## src/design/stq_pkg.sv

```systemverilog
package stq_pkg;

    localparam int TIME_W         = 32;
    localparam int SLOT_W         = 4;
    localparam int DELAY_W        = 16;
    localparam int REQ_W          = 2;
    localparam int NUM_TIMERS_DEF = 16;

    typedef enum logic [REQ_W-1:0] {
        REQ_ADD    = 2'd0,
        REQ_ADJUST = 2'd1,
        REQ_TICK   = 2'd2
    } req_t;

    // command broadcast to every cell of the chain
    typedef enum logic [1:0] {
        CELL_HOLD,
        CELL_INSERT,
        CELL_REMOVE,
        CELL_POP
    } cell_op_t;

    typedef struct packed {
        logic              live;
        logic [TIME_W-1:0] expiry;
        logic [SLOT_W-1:0] slot;
    } entry_t;

    typedef struct packed {
        cell_op_t          op;
        logic [TIME_W-1:0] op_time;
        logic [SLOT_W-1:0] op_id;
    } cell_cmd_t;

endpackage

```

## src/design/stq_cell.sv

```systemverilog
module stq_cell
    import stq_pkg::*;
(
    input  logic      clk,
    input  logic      rst_n,
    input  cell_cmd_t cmd,
    input  entry_t    prev_ent,
    input  logic      prev_keep,
    input  entry_t    next_ent,
    input  logic      seen_in,
    output logic      seen_out,
    output logic      keep,
    output entry_t    ent
);

    logic              live_reg;
    logic              live_next;
    logic [TIME_W-1:0] expiry_reg;
    logic [TIME_W-1:0] expiry_next;
    logic [SLOT_W-1:0] slot_reg;
    logic [SLOT_W-1:0] slot_next;
    logic              match;

    assign ent.live   = live_reg;
    assign ent.expiry = expiry_reg;
    assign ent.slot   = slot_reg;

    // keep: live and not later than the command time (also "due" on a tick)
    assign keep     = live_reg && (expiry_reg <= cmd.op_time);
    assign match    = live_reg && (slot_reg == cmd.op_id);
    assign seen_out = seen_in || match;

    always_comb
    begin
        live_next   = live_reg;
        expiry_next = expiry_reg;
        slot_next   = slot_reg;
        case (cmd.op)
            CELL_INSERT:
            begin
                if (!keep)
                begin
                    if (prev_keep)
                    begin
                        live_next   = 1'b1;
                        expiry_next = cmd.op_time;
                        slot_next   = cmd.op_id;
                    end
                    else
                    begin
                        live_next   = prev_ent.live;
                        expiry_next = prev_ent.expiry;
                        slot_next   = prev_ent.slot;
                    end
                end
            end
            CELL_REMOVE:
            begin
                // matched here or upstream: close the gap from the right
                if (seen_out)
                begin
                    live_next   = next_ent.live;
                    expiry_next = next_ent.expiry;
                    slot_next   = next_ent.slot;
                end
            end
            CELL_POP:
            begin
                live_next   = next_ent.live;
                expiry_next = next_ent.expiry;
                slot_next   = next_ent.slot;
            end
            default:
            begin
            end
        endcase
    end

    always_ff @(posedge clk or negedge rst_n)
    begin
        if (!rst_n)
            live_reg <= 1'b0;
        else
            live_reg <= live_next;
    end

    always_ff @(posedge clk)
    begin
        expiry_reg <= expiry_next;
        slot_reg   <= slot_next;
    end

endmodule

```

## src/design/sorted_timer_expiry_queue.sv

```systemverilog
// channel | handshake           | fields
// --------+---------------------+-----------------------------------------------------
// in      | in_valid / in_stall | req_type, timer_id, expire_time, delay, current_time
// out     | out_valid/out_stall | expired_id, last
//
// Add runs one insert pass (skipped if the id is present or the queue is full); adjust runs a
// remove pass and, if the id was found, an insert pass; tick pops each expired id in turn.
// Each cell compares its expiry against the broadcast time, so a pass covers all cells at once.
// Reset clears the live bits of all cells; expiry and slot storage is not reset.
// A stalled output holds the tick walk; adds and adjusts run while a result waits.
module sorted_timer_expiry_queue
    import stq_pkg::*;
#(
    parameter int NUM_TIMERS = NUM_TIMERS_DEF
)
(
    input  logic               clk,
    input  logic               rst_n,
    input  logic               in_valid,
    output logic               in_stall,
    input  logic [REQ_W-1:0]   req_type,
    input  logic [SLOT_W-1:0]  timer_id,
    input  logic [TIME_W-1:0]  expire_time,
    input  logic [DELAY_W-1:0] delay,
    input  logic [TIME_W-1:0]  current_time,
    output logic               out_valid,
    input  logic               out_stall,
    output logic [SLOT_W-1:0]  expired_id,
    output logic               last
);

    typedef enum logic [2:0] {
        S_IDLE,
        S_ADD,
        S_REMOVE,
        S_INSERT,
        S_TICK
    } state_t;

    state_t            state_reg;
    state_t            state_next;
    logic [TIME_W-1:0] op_time_reg;
    logic [TIME_W-1:0] op_time_next;
    logic [SLOT_W-1:0] op_id_reg;
    logic [SLOT_W-1:0] op_id_next;
    logic              out_valid_reg;
    logic              out_valid_next;
    logic [SLOT_W-1:0] expired_id_reg;
    logic [SLOT_W-1:0] expired_id_next;
    logic              last_reg;
    logic              last_next;

    cell_op_t          cell_op;
    cell_cmd_t         cmd;
    entry_t            ent [NUM_TIMERS];
    logic [NUM_TIMERS-1:0] keep_vec;
    logic [NUM_TIMERS-1:0] live_vec;
    logic [NUM_TIMERS:0]   seen;
    logic [TIME_W:0]       adj_sum;
    logic [TIME_W-1:0]     adj_time;
    logic                  hit;
    logic                  full;
    logic                  out_free;

    assign seen[0] = 1'b0;
    assign hit     = seen[NUM_TIMERS];
    assign full    = live_vec[NUM_TIMERS-1];

    genvar gi;
    generate
        for (gi = 0; gi < NUM_TIMERS; gi++)
        begin : g_cell
            entry_t prev_ent;
            entry_t next_ent;
            logic   prev_keep;

            if (gi == 0)
            begin : g_head
                assign prev_ent  = '0;
                assign prev_keep = 1'b1;
            end
            else
            begin : g_body
                assign prev_ent  = ent[gi-1];
                assign prev_keep = keep_vec[gi-1];
            end

            if (gi == NUM_TIMERS - 1)
            begin : g_tail
                assign next_ent = '0;
            end
            else
            begin : g_link
                assign next_ent = ent[gi+1];
            end

            stq_cell u_cell (
                .clk       (clk),
                .rst_n     (rst_n),
                .cmd       (cmd),
                .prev_ent  (prev_ent),
                .prev_keep (prev_keep),
                .next_ent  (next_ent),
                .seen_in   (seen[gi]),
                .seen_out  (seen[gi+1]),
                .keep      (keep_vec[gi]),
                .ent       (ent[gi])
            );

            assign live_vec[gi] = ent[gi].live;
        end
    endgenerate

    // adjust time saturates at the top of the range
    assign adj_sum  = {1'b0, current_time} + {{(TIME_W + 1 - DELAY_W){1'b0}}, delay};
    assign adj_time = adj_sum[TIME_W] ? {TIME_W{1'b1}} : adj_sum[TIME_W-1:0];

    assign out_free = !out_valid_reg || !out_stall;
    assign cmd      = {cell_op, op_time_reg, op_id_reg};

    always_comb
    begin
        state_next      = state_reg;
        op_time_next    = op_time_reg;
        op_id_next      = op_id_reg;
        out_valid_next  = out_valid_reg && out_stall;
        expired_id_next = expired_id_reg;
        last_next       = last_reg;
        cell_op         = CELL_HOLD;
        case (state_reg)
            S_IDLE:
            begin
                if (in_valid)
                begin
                    op_id_next = timer_id;
                    case (req_t'(req_type))
                        REQ_ADD:
                        begin
                            op_time_next = expire_time;
                            state_next   = S_ADD;
                        end
                        REQ_ADJUST:
                        begin
                            op_time_next = adj_time;
                            state_next   = S_REMOVE;
                        end
                        REQ_TICK:
                        begin
                            op_time_next = current_time;
                            state_next   = S_TICK;
                        end
                        default:
                        begin
                        end
                    endcase
                end
            end
            S_ADD:
            begin
                if (!hit && !full)
                    cell_op = CELL_INSERT;
                state_next = S_IDLE;
            end
            S_REMOVE:
            begin
                if (hit)
                begin
                    cell_op    = CELL_REMOVE;
                    state_next = S_INSERT;
                end
                else
                    state_next = S_IDLE;
            end
            S_INSERT:
            begin
                cell_op    = CELL_INSERT;
                state_next = S_IDLE;
            end
            S_TICK:
            begin
                if (out_free)
                begin
                    if (keep_vec[0])
                    begin
                        cell_op         = CELL_POP;
                        out_valid_next  = 1'b1;
                        expired_id_next = ent[0].slot;
                        last_next       = !keep_vec[1];
                        if (!keep_vec[1])
                            state_next = S_IDLE;
                    end
                    else
                        state_next = S_IDLE;
                end
            end
            default:
            begin
                state_next = S_IDLE;
            end
        endcase
    end

    always_ff @(posedge clk or negedge rst_n)
    begin
        if (!rst_n)
        begin
            state_reg      <= S_IDLE;
            op_time_reg    <= '0;
            op_id_reg      <= '0;
            out_valid_reg  <= 1'b0;
            expired_id_reg <= '0;
            last_reg       <= 1'b0;
        end
        else
        begin
            state_reg      <= state_next;
            op_time_reg    <= op_time_next;
            op_id_reg      <= op_id_next;
            out_valid_reg  <= out_valid_next;
            expired_id_reg <= expired_id_next;
            last_reg       <= last_next;
        end
    end

    assign in_stall   = (state_reg != S_IDLE);
    assign out_valid  = out_valid_reg;
    assign expired_id = expired_id_reg;
    assign last       = last_reg;

    // ordering check between neighboring live cells
    logic [NUM_TIMERS-2:0] order_bad;
    generate
        for (gi = 0; gi < NUM_TIMERS - 1; gi++)
        begin : g_order
            assign order_bad[gi] = ent[gi+1].live && (ent[gi].expiry > ent[gi+1].expiry);
        end
    endgenerate

    a_live_contiguous: assert property (@(posedge clk) disable iff (!rst_n)
        ((live_vec >> 1) & ~live_vec) == '0)
        else $error("live cells do not form an unbroken run from the head");

    a_sorted: assert property (@(posedge clk) disable iff (!rst_n)
        order_bad == '0)
        else $error("live cells out of expiry order");

    a_more_pending: assert property (@(posedge clk) disable iff (!rst_n)
        out_valid_reg && !last_reg |-> state_reg == S_TICK)
        else $error("non-final expired id shown but tick walk ended");

    a_pop_only_due: assert property (@(posedge clk) disable iff (!rst_n)
        cmd.op == CELL_POP |-> keep_vec[0] && state_reg == S_TICK)
        else $error("head popped without being due");

endmodule
```

## config.mk

```make
export PLATFORM = sky130hd
export DESIGN_NAME = sorted_timer_expiry_queue
export DESIGN_NICKNAME = d
export VERILOG_FILES = /design/src/design/stq_pkg.sv /design/src/design/stq_cell.sv /design/src/design/sorted_timer_expiry_queue.sv
export SDC_FILE = /design/constraint.sdc
export NUM_CORES = 2
export LEC_CHECK = 0
export BUFFER_PORTS_ARGS = -buffer_cell sky130_fd_sc_hd__buf_4
export CORE_MARGIN = 3
export CORE_UTILIZATION = 55
export DETAILED_ROUTE_END_ITERATION = 10
export PLACE_DENSITY = 0.81
export SETUP_SLACK_MARGIN = 0.15
export SKIP_CTS_REPAIR_TIMING = 1
export SYNTH_ARGS = -nofsm -noshare
export SYNTH_HDL_FRONTEND = slang
export SYNTH_SLANG_ARGS = --single-unit
```

## constraint.sdc

```tcl
create_clock -name clk -period 6.7 [get_ports clk]
set_clock_uncertainty 0.05 [all_clocks]
set_input_delay 0.67 -clock clk [delete_from_list [all_inputs] [get_ports clk]]
set_output_delay 0.67 -clock clk [all_outputs]
set_load 0.005 [all_outputs]
```

==> results_dict.tcl <==
set metrics [dict create \
    status "finished clean" \
    fin_util_pct 61.2 \
    grt_max_degree 280 \
    cts_max_path_buffers 3 \
    gp_congestion 0.995 \
    yosysWarnings 0 \
    synth_cells 4514 \
    synth_nets 5137 \
    cts_tree "built" \
    rsz0062_at_grt "no" \
    hold_slack_ps 113 \
    vias 37500 \
    final_hold_viol_count 0 \
    ys_seq_area_share_pct 41.3 \
    drtIter0Drc 5013 \
    rows 104 \
    fmax_mhz 176 \
    critPathLaunchType "flop" \
    grt_overflow_total 0 \
    cts_buffers 72 \
    cp.required_ps 6870 \
    maxSlewHeadroom_pct 19.4 \
    dieArea_sq_mm 0.0864 \
    clk_latency_ps 630 \
    hold_path_class "in2async" \
    arrival_ps 5860 \
    tightest_slew_ps 1200 \
    criticalPathCategory "reg2reg" \
    critPathMaxStageDelay_ps 900 \
    die_w_um 294 \
    cts-root-buf "clkbuf_16" \
    final_nets 5134 \
    syn_area_sq_mm 0.0456 \
    ios 97 \
    portBuffers 96 \
    grt_antenna_before_repair 5 \
    ys_seq_elements 637 \
    setup_viol 0 \
    async_reset_ff_share_pct 9.58 \
    die_h_um 294 \
    cp_max_fo 46 \
    synth_edf_count 576 \
    totalWireLength_mm 145 \
    dpl.hpwl_mm 105 \
    area_growth_pct 9.22 \
    remaining_drc_errors 0 \
    timing.final.crit_period_ps 5690 \
    grt_pass1_wl_mm 221 \
    clock-sinks 637 \
    grt_pass1_vias 36500 \
    clkSlewWorstSetupHoldPaths_ps 60 \
    start_util_pct 56.0 \
    max-cap-violations 0 \
    postLayoutSetupSlackWorst_ps 1010 \
    slew_violations 0 \
    drt_pass1_iterations 8 \
    final.setup.tns_ps 0 \
    period_share_pct 84.9 \
    antenna_left 0 \
    end_kind "flop" \
    slowest_stage "nand2_2" \
    synth_cell_types 87 \
    synth_top_flop_cell "edfxtp_1" \
    largest_reg_flops 512 \
    grt.total_usage_pct 33.1 \
    pre_cts_ws_ps 1180 \
    vias_per_cell 6.67 \
    drive_above_1_share_pct 8.17 \
    fillers 6403 \
    wire_per_inst_um 25.8 \
    coreArea_sq_mm 0.0813 \
    syn_avg_cell_area_sq_um 10.1 \
    path_cells "inv_1, ha_1, a21o_1, a21o_1, a21oi_1, o2111ai_1, a21oi_1, a31oi_4, o21ai_4, buf_4, o21ai_0, nand2_2" \
    htree_levels 3 \
]
[cell usage after synthesis (14+ instances only)]
cell type | instances | area share (%)
xor2_1 | 48 | 0.92
a21o_1 | 96 | 1.6
inv_1 | 83 | 0.68
a21oi_1 | 180 | 2.0
nor3_1 | 49 | 0.54
nor2_1 | 136 | 1.1
clkbuf_1 | 160 | 1.3
dfrtp_1 | 61 | 3.3
a211oi_1 | 20 | 0.33
and4_1 | 19 | 0.37
edfxtp_1 | 576 | 38
o211ai_1 | 24 | 0.40
nor2b_1 | 53 | 0.73
mux2i_1 | 543 | 12
buf_2 | 83 | 0.91
or3_1 | 22 | 0.30
a221oi_1 | 14 | 0.27
and3_1 | 17 | 0.23
nand2b_1 | 16 | 0.22
nand2_1 | 671 | 5.5
o21ai_0 | 543 | 6.0
nand3_1 | 51 | 0.56
a31oi_1 | 14 | 0.19
buf_4 | 18 | 0.30
nand4_1 | 81 | 1.1
o21ai_1 | 134 | 1.5
mux2_2 | 21 | 0.52
ha_1 | 532 | 15
nor4_1 | 27 | 0.37
xnor2_1 | 27 | 0.52
o21a_1 | 27 | 0.44
o31ai_1 | 14 | 0.23
[through the flow]
step / instance area (sq um) / instances
2_1_floorplan: 45600 / 4514
3_3_place_gp: 47400 / 5497
3_5_place_dp: 47400 / 5497
4_1_cts: 49800 / 5624
5_1_grt: 49800 / 5624
6_report: 49800 / 5626
[worst paths after layout]
kind,start,endpoint,slack [ps],depth (start not counted)
max in group asynchronous,rst_n,g_cell[1].u_cell.live_reg$_DFFE_PN0P_,5870,1
max,op_time_reg[25]$_DFFE_PN0P_,g_cell[7].u_cell.expiry_reg[7]$_DFFE_PP_,1010,12
min,rst_n,op_time_reg[27]$_DFFE_PN0P_,110,1
min in group clk,timer_id[2],op_id_reg[2]$_DFFE_PN0P_,230,2
max reg2reg,op_time_reg[25]$_DFFE_PN0P_,g_cell[7].u_cell.expiry_reg[7]$_DFFE_PP_,1010,12
min reg2reg,expired_id[2]$_DFFE_PN0P_,expired_id[2]$_DFFE_PN0P_,460,1
[kinds of logic after synthesis]
logic type | count (synthesis) | share of synthesized area, %
buf+inv | 364 | 3.59
xor+xnor | 75 | 1.44
simple gates | 1173 | 11.6
mux | 564 | 12.4
fa+ha+maj | 533 | 14.6
flops | 637 | 41.3
compound gates | 1168 | 14.9
[layout make-up]
cell class / instances / area [sq um] / area share (%)
timing repair buffer: 204 / 1570 / 3.15
antenna: 2 / 5.00 / 0.0101
multi-input combinational: 3513 / 25400 / 51.0
inverter: 83 / 312 / 0.626
tap: 1060 / 1330 / 2.66
sequential: 637 / 18800 / 37.8
clock buffer: 97 / 2000 / 4.02
clock inverter: 30 / 333 / 0.669
[cells in the final DEF (no fill, tap or decap), drive strengths merged, types with 96 or more instances in the layout]
master	instances
a21o	96
a21oi	180
buf	204
clkbuf	97
edfxtp	576
ha	532
mux2i	543
nand2	671
nor2	136
o21ai	678
[critical path, delay by kind of cell, from the launching register on]
kind,cells,cell delay (ps)
DFF,1,780
and+or+nand+nor,1,900
AOI/OAI and AO/OA,8,2160
buffers and inverters,2,960
adders and majority gates,1,410
[layer usage]
| layer | global-route usage [%] | wire length, um | part of all wire (%) | up-vias |
|---|---|---|---|---|
| li1 | - | - | - | 16900 |
| met1 | 43.5 | 55700 | 38 | 17800 |
| met2 | 49.8 | 62900 | 43 | 2360 |
| met3 | 7.68 | 16800 | 12 | 450 |
| met4 | 20.3 | 9810 | 6.7 | 8 |
| met5 | 0 | 62 | 0.043 | - |
Power is left out: the tool's default activity adds up to more than one toggle a clock period on the data nets, which glitch-free logic cannot reach.
